[config.mk]
export PLATFORM = sky130hd
export DESIGN_NAME = fixed_string_line_filter_flat
export DESIGN_NICKNAME = d
export VERILOG_FILES = /design/src/rtl/core/fslf_pkg.sv /design/src/rtl/core/fslf_if.sv /design/src/rtl/core/fslf_window_match.sv /design/src/rtl/core/fslf_out_queue.sv /design/src/rtl/core/fixed_string_line_filter.sv /design/src/flat_wrapper.sv
export SDC_FILE = /design/constraint.sdc
export NUM_CORES = 1
export LEC_CHECK = 0
export BUFFER_PORTS_ARGS = -buffer_cell sky130_fd_sc_hd__buf_4
export CORE_UTILIZATION = 67
export DETAILED_ROUTE_END_ITERATION = 6
export PLACE_DENSITY = 0.86
export SLEW_MARGIN = 10
export SYNTH_ARGS = -nofsm -noshare
export SYNTH_HDL_FRONTEND = slang
export SYNTH_SLANG_ARGS = --single-unit
[constraint.sdc]
create_clock -name clk -period 14.1 [get_ports clk]
set_input_delay 2.82 -clock clk [delete_from_list [all_inputs] [get_ports clk]]
set_output_delay 2.82 -clock clk [all_outputs]
set_load 0.03 [all_outputs]
[src/rtl/core/fslf_pkg.sv]
`default_nettype none
package fslf_pkg;

  localparam int PATTERN_MAX  = 8;
  localparam int WINDOW_DEPTH = 8;
  localparam int USED_MAX     = (PATTERN_MAX < WINDOW_DEPTH) ? PATTERN_MAX : WINDOW_DEPTH;
  localparam int LEN_W        = 4;
  localparam int IDX_W        = $clog2(WINDOW_DEPTH);

  localparam logic [7:0]  NEWLINE_BYTE = 8'd10;
  localparam logic [7:0]  NUL_BYTE     = 8'd0;
  localparam logic [31:0] COUNT_TOP    = 32'hFFFF_FFFF;

  localparam int CFG_INDEX_W = 3;
  localparam logic [CFG_INDEX_W-1:0] REG_PATTERN_BYTES  = 3'd0;
  localparam logic [CFG_INDEX_W-1:0] REG_PAT_LEN        = 3'd1;
  localparam logic [CFG_INDEX_W-1:0] REG_FOLD_CASE      = 3'd2;
  localparam logic [CFG_INDEX_W-1:0] REG_INVERT_SELECT  = 3'd3;
  localparam logic [CFG_INDEX_W-1:0] REG_COUNT_ONLY     = 3'd4;

  localparam int QUEUE_DEPTH = 4;
  localparam int QPTR_W      = $clog2(QUEUE_DEPTH);
  localparam int QCNT_W      = $clog2(QUEUE_DEPTH + 1);

  typedef enum logic [1:0] {
    KIND_VERDICT = 2'd0,
    KIND_TOTAL   = 2'd1,
    KIND_ERROR   = 2'd2
  } kind_t;

  typedef struct packed {
    kind_t       kind;
    logic [31:0] line_num;
    logic        selected;
    logic [31:0] match_total;
    logic        last;
  } result_t;

  typedef struct packed {
    logic [1:0] count;
    result_t    first;
    result_t    second;
  } push_t;

  typedef logic [WINDOW_DEPTH-1:0][7:0] window_t;

  function automatic logic [31:0] sat_inc(input logic [31:0] v);
    return (v == COUNT_TOP) ? v : v + 32'd1;
  endfunction

  function automatic logic [7:0] lower_ascii(input logic [7:0] c);
    return (c inside {[8'd65:8'd90]}) ? c + 8'd32 : c;
  endfunction

endpackage
`default_nettype wire

[src/rtl/core/fslf_if.sv]
`default_nettype none
interface fslf_text_if;
  logic       valid;
  logic       ready;
  logic [7:0] text_byte;
  logic       end_of_input;

  modport source (output valid, output text_byte, output end_of_input, input ready);
  modport sink   (input valid, input text_byte, input end_of_input, output ready);
endinterface

interface fslf_result_if;
  logic                valid;
  logic                ready;
  fslf_pkg::kind_t     kind;
  logic [31:0]         line_num;
  logic                selected;
  logic [31:0]         match_total;
  logic                last;

  modport source (output valid, output kind, output line_num, output selected,
                  output match_total, output last, input ready);
  modport sink   (input valid, input kind, input line_num, input selected,
                  input match_total, input last, output ready);
endinterface

interface fslf_cfg_if;
  logic                             valid;
  logic                             ready;
  logic [fslf_pkg::CFG_INDEX_W-1:0] index;
  logic [63:0]                      data;

  modport source (output valid, output index, output data, input ready);
  modport sink   (input valid, input index, input data, output ready);
endinterface
`default_nettype wire

[src/rtl/core/fslf_window_match.sv]
`default_nettype none
module fslf_window_match (
  input  wire fslf_pkg::window_t             window,
  input  wire logic [fslf_pkg::LEN_W-1:0]    fill,
  input  wire logic [fslf_pkg::LEN_W-1:0]    used,
  input  wire logic [63:0]                   pattern_bytes,
  input  wire logic                          fold_case,
  output logic                               hit
);
  import fslf_pkg::*;

  logic [WINDOW_DEPTH-1:0] char_ok;

  always_comb begin
    logic [7:0]       p;
    logic [7:0]       t;
    logic [LEN_W-1:0] pos;
    for (int k = 0; k < WINDOW_DEPTH; k++) begin
      pos = used - LEN_W'(1) - LEN_W'(k);
      p = pattern_bytes[8*k +: 8];
      t = window[pos[IDX_W-1:0]];
      if (fold_case) begin
        p = lower_ascii(p);
        t = lower_ascii(t);
      end
      char_ok[k] = (LEN_W'(k) >= used) || (p == t);
    end
  end

  assign hit = (used != '0) && (fill >= used) && (&char_ok);

endmodule
`default_nettype wire

[src/rtl/core/fslf_out_queue.sv]
`default_nettype none
module fslf_out_queue (
  input  wire logic             clk,
  input  wire logic             rst,
  input  wire fslf_pkg::push_t  push,
  output logic                  room,
  output logic                  head_valid,
  input  wire logic             head_ready,
  output fslf_pkg::result_t     head
);
  import fslf_pkg::*;

  result_t            mem [QUEUE_DEPTH];
  logic [QPTR_W-1:0]  wr_ptr;
  logic [QPTR_W-1:0]  rd_ptr;
  logic [QCNT_W-1:0]  count;
  logic               pop;

  assign pop        = head_valid && head_ready;
  assign head_valid = (count != '0);
  assign head       = mem[rd_ptr];
  assign room       = (count <= QCNT_W'(QUEUE_DEPTH - 2));

  always_ff @(posedge clk) begin
    if (push.count != 2'd0) begin
      mem[wr_ptr] <= push.first;
    end
    if (push.count == 2'd2) begin
      mem[wr_ptr + QPTR_W'(1)] <= push.second;
    end
  end

  always_ff @(posedge clk) begin
    if (rst) begin
      wr_ptr <= '0;
      rd_ptr <= '0;
      count  <= '0;
    end else begin
      wr_ptr <= wr_ptr + QPTR_W'(push.count);
      if (pop) begin
        rd_ptr <= rd_ptr + QPTR_W'(1);
      end
      count <= count + QCNT_W'(push.count) - QCNT_W'(pop);
    end
  end

endmodule
`default_nettype wire

[src/rtl/core/fixed_string_line_filter.sv]
`default_nettype none
// fixed-string line filter
// text channel (sink): one item per byte, text_byte plus end_of_input; a newline
//   closes a line, end_of_input closes an open line and reports the total
// result channel (source): kind, line_num, selected, match_total, last;
//   a line verdict per closed line unless count_only, one total at the end,
//   one error item on a NUL byte; total and error carry last
// cfg channel (sink): index 0..4 picks pattern_bytes, pat_len, fold_case,
//   invert_select, count_only; always ready, write only while idle
// throughput: one text item per cycle while the result queue has room; every
//   pattern position of the 8-byte window is compared in the same cycle
// path: an item is registered at accept, evaluated once the result queue has
//   room, and its results are registered in the queue before they are offered
// a 4-entry result queue absorbs a stalled receiver; input is held off only
//   when fewer than two queue entries are free
// reset (rst, synchronous): clears registers, window, counters, halt and queue
// after an error or an end of input items are taken and dropped until reset
module fixed_string_line_filter (
  input  wire logic      clk,
  input  wire logic      rst,
  fslf_text_if.sink      text,
  fslf_result_if.source  result,
  fslf_cfg_if.sink       cfg
);
  import fslf_pkg::*;

  // configuration
  logic [63:0]      pattern_bytes;
  logic [LEN_W-1:0] pat_len;
  logic             fold_case;
  logic             invert_select;
  logic             count_only;

  // input stage
  logic       s_valid;
  logic [7:0] s_byte;
  logic       s_end;

  // line state
  window_t          window;
  window_t          window_next;
  logic [LEN_W-1:0] bytes_in_line;
  logic [LEN_W-1:0] bytes_in_line_next;
  logic             line_open;
  logic             line_open_next;
  logic             line_hit;
  logic             line_hit_next;
  logic [31:0]      lines_seen;
  logic [31:0]      lines_seen_next;
  logic [31:0]      selected_count;
  logic [31:0]      selected_count_next;
  logic             halted;
  logic             halted_next;

  logic             advance;
  logic             room;
  logic [LEN_W-1:0] used;
  logic             win_hit;
  logic             close_sel;
  logic [31:0]      close_lines;
  logic [31:0]      close_selected;
  push_t            push;
  result_t          head;

  assign used = (pat_len > LEN_W'(USED_MAX)) ? LEN_W'(USED_MAX) : pat_len;

  assign advance    = s_valid && room;
  assign text.ready = !s_valid || room;
  assign cfg.ready  = 1'b1;

  always_comb begin
    window_next = {window[WINDOW_DEPTH-2:0], s_byte};
    bytes_in_line_next = (bytes_in_line < LEN_W'(WINDOW_DEPTH)) ?
                         bytes_in_line + LEN_W'(1) : bytes_in_line;
  end

  fslf_window_match u_match (
    .window        (window_next),
    .fill          (bytes_in_line_next),
    .used          (used),
    .pattern_bytes (pattern_bytes),
    .fold_case     (fold_case),
    .hit           (win_hit)
  );

  assign close_sel      = (line_hit || (used == '0)) ^ invert_select;
  assign close_lines    = sat_inc(lines_seen);
  assign close_selected = close_sel ? sat_inc(selected_count) : selected_count;

  always_comb begin
    result_t verdict;
    result_t total;
    verdict = '{kind: KIND_VERDICT, line_num: close_lines, selected: close_sel,
                match_total: close_selected, last: 1'b0};
    total   = '{kind: KIND_TOTAL, line_num: lines_seen, selected: 1'b0,
                match_total: selected_count, last: 1'b1};
    push    = '{count: 2'd0, first: verdict, second: total};

    lines_seen_next     = lines_seen;
    selected_count_next = selected_count;
    line_open_next      = line_open;
    line_hit_next       = line_hit;
    halted_next         = halted;

    if (advance && !halted) begin
      if (s_end) begin
        halted_next = 1'b1;
        if (line_open) begin
          lines_seen_next     = close_lines;
          selected_count_next = close_selected;
          line_open_next      = 1'b0;
          line_hit_next       = 1'b0;
          total.line_num      = close_lines;
          total.match_total   = close_selected;
          if (count_only) begin
            push.count = 2'd1;
            push.first = total;
          end else begin
            push.count  = 2'd2;
            push.second = total;
          end
        end else begin
          push.count = 2'd1;
          push.first = total;
        end
      end else if (s_byte == NEWLINE_BYTE) begin
        lines_seen_next     = close_lines;
        selected_count_next = close_selected;
        line_open_next      = 1'b0;
        line_hit_next       = 1'b0;
        push.count          = count_only ? 2'd0 : 2'd1;
      end else if (s_byte == NUL_BYTE) begin
        halted_next = 1'b1;
        push.count  = 2'd1;
        push.first  = '{kind: KIND_ERROR, line_num: close_lines, selected: 1'b0,
                        match_total: selected_count, last: 1'b1};
      end else begin
        line_open_next = 1'b1;
        if (win_hit) begin
          line_hit_next = 1'b1;
        end
      end
    end
  end

  // window and fill only move on a plain text byte, and clear on a close
  always_ff @(posedge clk) begin
    if (rst) begin
      window        <= '0;
      bytes_in_line <= '0;
    end else if (advance && !halted) begin
      if (s_end || s_byte == NEWLINE_BYTE) begin
        window        <= '0;
        bytes_in_line <= '0;
      end else if (s_byte != NUL_BYTE) begin
        window        <= window_next;
        bytes_in_line <= bytes_in_line_next;
      end
    end
  end

  always_ff @(posedge clk) begin
    if (rst) begin
      line_open      <= 1'b0;
      line_hit       <= 1'b0;
      lines_seen     <= '0;
      selected_count <= '0;
      halted         <= 1'b0;
      s_valid        <= 1'b0;
    end else begin
      line_open      <= line_open_next;
      line_hit       <= line_hit_next;
      lines_seen     <= lines_seen_next;
      selected_count <= selected_count_next;
      halted         <= halted_next;
      if (text.ready) begin
        s_valid <= text.valid;
      end
    end
  end

  always_ff @(posedge clk) begin
    if (text.valid && text.ready) begin
      s_byte <= text.text_byte;
      s_end  <= text.end_of_input;
    end
  end

  always_ff @(posedge clk) begin
    if (rst) begin
      pattern_bytes <= '0;
      pat_len       <= '0;
      fold_case     <= 1'b0;
      invert_select <= 1'b0;
      count_only    <= 1'b0;
    end else if (cfg.valid && cfg.ready) begin
      case (cfg.index)
        REG_PATTERN_BYTES: pattern_bytes <= cfg.data;
        REG_PAT_LEN:       pat_len       <= cfg.data[LEN_W-1:0];
        REG_FOLD_CASE:     fold_case     <= cfg.data[0];
        REG_INVERT_SELECT: invert_select <= cfg.data[0];
        REG_COUNT_ONLY:    count_only    <= cfg.data[0];
        default: ;
      endcase
    end
  end

  fslf_out_queue u_queue (
    .clk        (clk),
    .rst        (rst),
    .push       (push),
    .room       (room),
    .head_valid (result.valid),
    .head_ready (result.ready),
    .head       (head)
  );

  assign result.kind        = head.kind;
  assign result.line_num    = head.line_num;
  assign result.selected    = head.selected;
  assign result.match_total = head.match_total;
  assign result.last        = head.last;

endmodule
`default_nettype wire

[src/flat_wrapper.sv]
// flat-port wrapper written by rule: the top's interface ports become plain ports
module fixed_string_line_filter_flat import fslf_pkg::*;
  (clk, rst, text_valid, text_text_byte, text_end_of_input, text_ready, result_valid, result_kind, result_line_num, result_selected, result_match_total, result_last, result_ready, cfg_valid, cfg_index, cfg_data, cfg_ready);
  fslf_text_if text_i ();
  fslf_result_if result_i ();
  fslf_cfg_if cfg_i ();
  input  wire logic clk;
  input  wire logic rst;
  input wire logic [$bits(text_i.valid)-1:0] text_valid;
  input wire logic [$bits(text_i.text_byte)-1:0] text_text_byte;
  input wire logic [$bits(text_i.end_of_input)-1:0] text_end_of_input;
  output wire logic [$bits(text_i.ready)-1:0] text_ready;
  output wire logic [$bits(result_i.valid)-1:0] result_valid;
  output wire logic [$bits(result_i.kind)-1:0] result_kind;
  output wire logic [$bits(result_i.line_num)-1:0] result_line_num;
  output wire logic [$bits(result_i.selected)-1:0] result_selected;
  output wire logic [$bits(result_i.match_total)-1:0] result_match_total;
  output wire logic [$bits(result_i.last)-1:0] result_last;
  input wire logic [$bits(result_i.ready)-1:0] result_ready;
  input wire logic [$bits(cfg_i.valid)-1:0] cfg_valid;
  input wire logic [$bits(cfg_i.index)-1:0] cfg_index;
  input wire logic [$bits(cfg_i.data)-1:0] cfg_data;
  output wire logic [$bits(cfg_i.ready)-1:0] cfg_ready;
  assign text_i.valid = text_valid;
  assign text_i.text_byte = text_text_byte;
  assign text_i.end_of_input = text_end_of_input;
  assign text_ready = text_i.ready;
  assign result_valid = result_i.valid;
  assign result_kind = result_i.kind;
  assign result_line_num = result_i.line_num;
  assign result_selected = result_i.selected;
  assign result_match_total = result_i.match_total;
  assign result_last = result_i.last;
  assign result_i.ready = result_ready;
  assign cfg_i.valid = cfg_valid;
  assign cfg_i.index = cfg_index;
  assign cfg_i.data = cfg_data;
  assign cfg_ready = cfg_i.ready;
  fixed_string_line_filter u_core (.clk(clk), .rst(rst), .text(text_i), .result(result_i), .cfg(cfg_i));
endmodule
==> flow_metrics.env <==
export IMPL_synthArstFlopShare=0
export IMPL_root_buffer="clkbuf_16"
export IMPL_end_kind="flip-flop"
export IMPL_cts_setup_buffers=0
export IMPL_timing_clock_skew_ps=21.78
export IMPL_tightest_slew_ps=1354
export IMPL_report_final_slew_viol_count=0
export IMPL_dieArea_um2=42240
export IMPL_ff_latch_area_um2=12450
export IMPL_fillers=2693
export IMPL_synth_compound_area_frac=0.1805
export IMPL_fin_setup_tns_ps=0
export IMPL_hold_buffers=0
export IMPL_p_leak_nw=9.808
export IMPL_relSlewSlack=0.09655
export IMPL_ys_ff_latch=489
export IMPL_worstRegToRegCells=14
export IMPL_fin_hold_ws_ps=460.0
export IMPL_post_cts_resized=0
export IMPL_max_freq_mhz=161.1
export IMPL_syn_instance_count=2827
export IMPL_finalHoldViolCount=0
export IMPL_antenna_found_initial=1
export IMPL_path_class="flip-flop to flip-flop"
export IMPL_cts_tree="yes"
export IMPL_synth_simple_area_share=0.1440
export IMPL_r2r_end="u_core.line_hit"
export IMPL_die_y_um=205.5
export IMPL_combinationalPowerShare=0.202
export IMPL_num_antenna_cells=0
export IMPL_drive_above_1_share=0.1488
export IMPL_maxCapViolations=0
export IMPL_die_w_um=205.5
export IMPL_r2r_start="u_core.pat_len[3]"
export IMPL_cts_sinks=489
export IMPL_cts_max_level=2
export IMPL_synth_area_um2=27750
export IMPL_min_from="u_core.u_queue.mem[2][67]"
export IMPL_grt_pass1_wl_mm=127.3
export IMPL_rrSetupSlack_ps=7890
export IMPL_synthMuxAreaShare=0.1398
export IMPL_clock_power_share=0.366
export IMPL_synth_top_family_by_area="compound AO/OA/AOI/OAI gates"
export IMPL_drt_pass1_iterations=7
export IMPL_cts_buffers=49
export IMPL_swShare=0.2897
export IMPL_layout_commonest_cell="nand2_1"
export IMPL_wl_per_cell_um=24.43
export IMPL_finalSetupViolCount=0
export IMPL_synth_cell_types=82
export IMPL_rows=74
export IMPL_vdd_drop_max_mv=0.08887
export IMPL_ant_nets=0
export IMPL_multiInputGateArea_um2=14280
export IMPL_grt_pass1_vias=23470
export IMPL_pwr_share_seq=0.432
export IMPL_synth_xor_xnor_area_share=0.03269
export IMPL_start_kind="flip-flop"
export IMPL_gp_congestion=0.9972
export IMPL_grt_total_usage=0.3906
export IMPL_power_switching_mw=1.071
export IMPL_syn_to_final_growth_pct=10.17
export IMPL_critPathArrivalTime_ps=6730
export IMPL_port_buffers=150
export IMPL_routed_wl_mm=83.12
export IMPL_finalCriticalPeriod_ps=6206
export IMPL_coreArea_um2=40830
export IMPL_rsz0062_at_grt="no"
export IMPL_outcome="finished clean"
export IMPL_grt_max_degree=86
export IMPL_clk_pin_slew_worst_paths_ps=60
export IMPL_synthesis_nets=2940
export IMPL_layout_common_cells="nand2_1 (325), a21oi_1 (289), edfxtp_1 (265)"
export IMPL_cp_max_fo=20
export IMPL_ys_flop_type="edfxtp_1"
export IMPL_synth_edf_count=265
export IMPL_pin_count=152
export IMPL_yosys_area_share_adder=0.01470
export IMPL_drtIter0Drc=3064
export IMPL_initial_core_util=0.6797
export IMPL_ys_seq_area_frac=0.4483
export IMPL_synth_area_per_cell_um2=9.817
export IMPL_gr_total_overflow=0
export IMPL_post_route_period_util=0.4401
export IMPL_hold_path_class="flip-flop to flip-flop"
export IMPL_cp_required_ps=14620
export IMPL_holdPathStages=2
export IMPL_fin_nets=2942
export IMPL_p_int_mw=2.625
export IMPL_powerDensity_nw_per_um2=120.9
export IMPL_drc_errors=0
export IMPL_vias=24110
export IMPL_yosysWarnings=0
export IMPL_insertion_delay_ps=600
export IMPL_viasPerCell=7.086
export IMPL_cts_path_max_buffers=3
export IMPL_hold_path_end="u_core.u_queue.mem[2][67]"
export IMPL_dp_hpwl_mm=53.41
-- cells in the mapped netlist (35+ instances only) --
library cell,instances,area [um^2]
mux2i_1,107,1071
o31ai_1,67,503.0
a211oi_1,35,262.8
mux4_2,116,2613
nand3_1,56,280.3
clkbuf_1,189,709.4
xnor2_1,68,595.6
a22oi_1,56,420.4
or3_1,85,531.8
o21ai_0,255,1276
dfxtp_1,224,4484
and3_1,36,225.2
nor2_1,208,780.8
edfxtp_1,265,7958
nand2_1,327,1227
a21oi_1,293,1466
inv_1,45,168.9
-- metal layers --
metal,vias up,global-route usage,routed length [um]
met3,355,0.07270,8843
li1,10650,-,-
met1,11420,0.4651,28760
met2,1683,0.6462,40250
met5,-,0,13
met4,2,0.2603,5257
-- worst max-delay path, stage by stage, from the launching register on --
cell,delay [ps]
dfxtp_1,660
inv_1,170
nand2_1,710
clkinv_1,840
ha_1,960
inv_2,320
mux4_2,570
nand4b_1,220
a211oi_1,320
a211oi_2,70
mux2i_1,130
or4_4,560
o32ai_1,300
o2111ai_1,170
o21ai_1,140
-- worst max-delay path by stage --
stage	startpoint	end	slack [ps]	cells past startpoint
2_1_floorplan	flip-flop	result_line_num[14]	9100	4
3_3_place_gp	u_core.pat_len[3]	u_core.line_hit	8140	14
3_5_place_dp	u_core.pat_len[3]	u_core.line_hit	8000	14
6_report	u_core.pat_len[3]	u_core.line_hit	7890	14
5_1_grt	u_core.pat_len[3]	u_core.line_hit	7380	14
4_1_cts	u_core.pat_len[3]	u_core.line_hit	7950	14
-- sequential cells by signal (all words and copies together), names as in the netlist, 2 cells and up, named ones only --
| name | cells |
|---|---|
| u_core.window | 56 |
| u_core.pat_len | 4 |
| u_core.u_queue.count | 3 |
| u_core.pattern_bytes | 64 |
| u_core.lines_seen | 32 |
| u_core.s_byte | 8 |
| u_core.u_queue.mem | 272 |
| u_core.bytes_in_line | 4 |
| u_core.u_queue.wr_ptr | 2 |
| u_core.u_queue.rd_ptr | 2 |
| u_core.selected_count | 32 |
-- stage by stage --
step	setup WS (ps)	instance area (um^2)	utilization	total power, mW	instances
after floorplan	9098	27750	-	2.119	2827
after global placement	8135	28940	0.7087	2.352	3310
after detailed placement	8002	28940	0.7087	2.367	3310
after CTS	7947	30570	0.7488	3.687	3402
after global routing	7381	30570	0.7488	3.791	3402
final	7894	30570	0.7488	3.696	3402
-- power by group through the flow --
stage | registers, mW | logic [mW] | clock network [mW]
after global routing | 1.60 | 0.785 | 1.40
after floorplan | 1.59 | 0.530 | 0
after CTS | 1.60 | 0.744 | 1.35
after detailed placement | 1.63 | 0.741 | 0
after global placement | 1.62 | 0.730 | 0
final | 1.60 | 0.748 | 1.35
-- cell type report --
cell class,count,area share
multi-input cells,2060,0.4672
flip-flops and latches,489,0.4071
clock buffers,67,0.04534
repair buffers,179,0.04407
well taps,532,0.02177
clock inverters,25,0.008226
inverters,50,0.006302
-- kinds of logic (layout without fill, tap and decap cells) --
family          Yosys count  in the layout
simple gates            851            851
compound gates          836            836
flops                   489            489
buf+inv                 278            321
mux                     238            238
xor+xnor                102            102
fa+ha+maj                32             32
other cells               1              1
No activity file was read; power rests on OpenSTA's default activity.
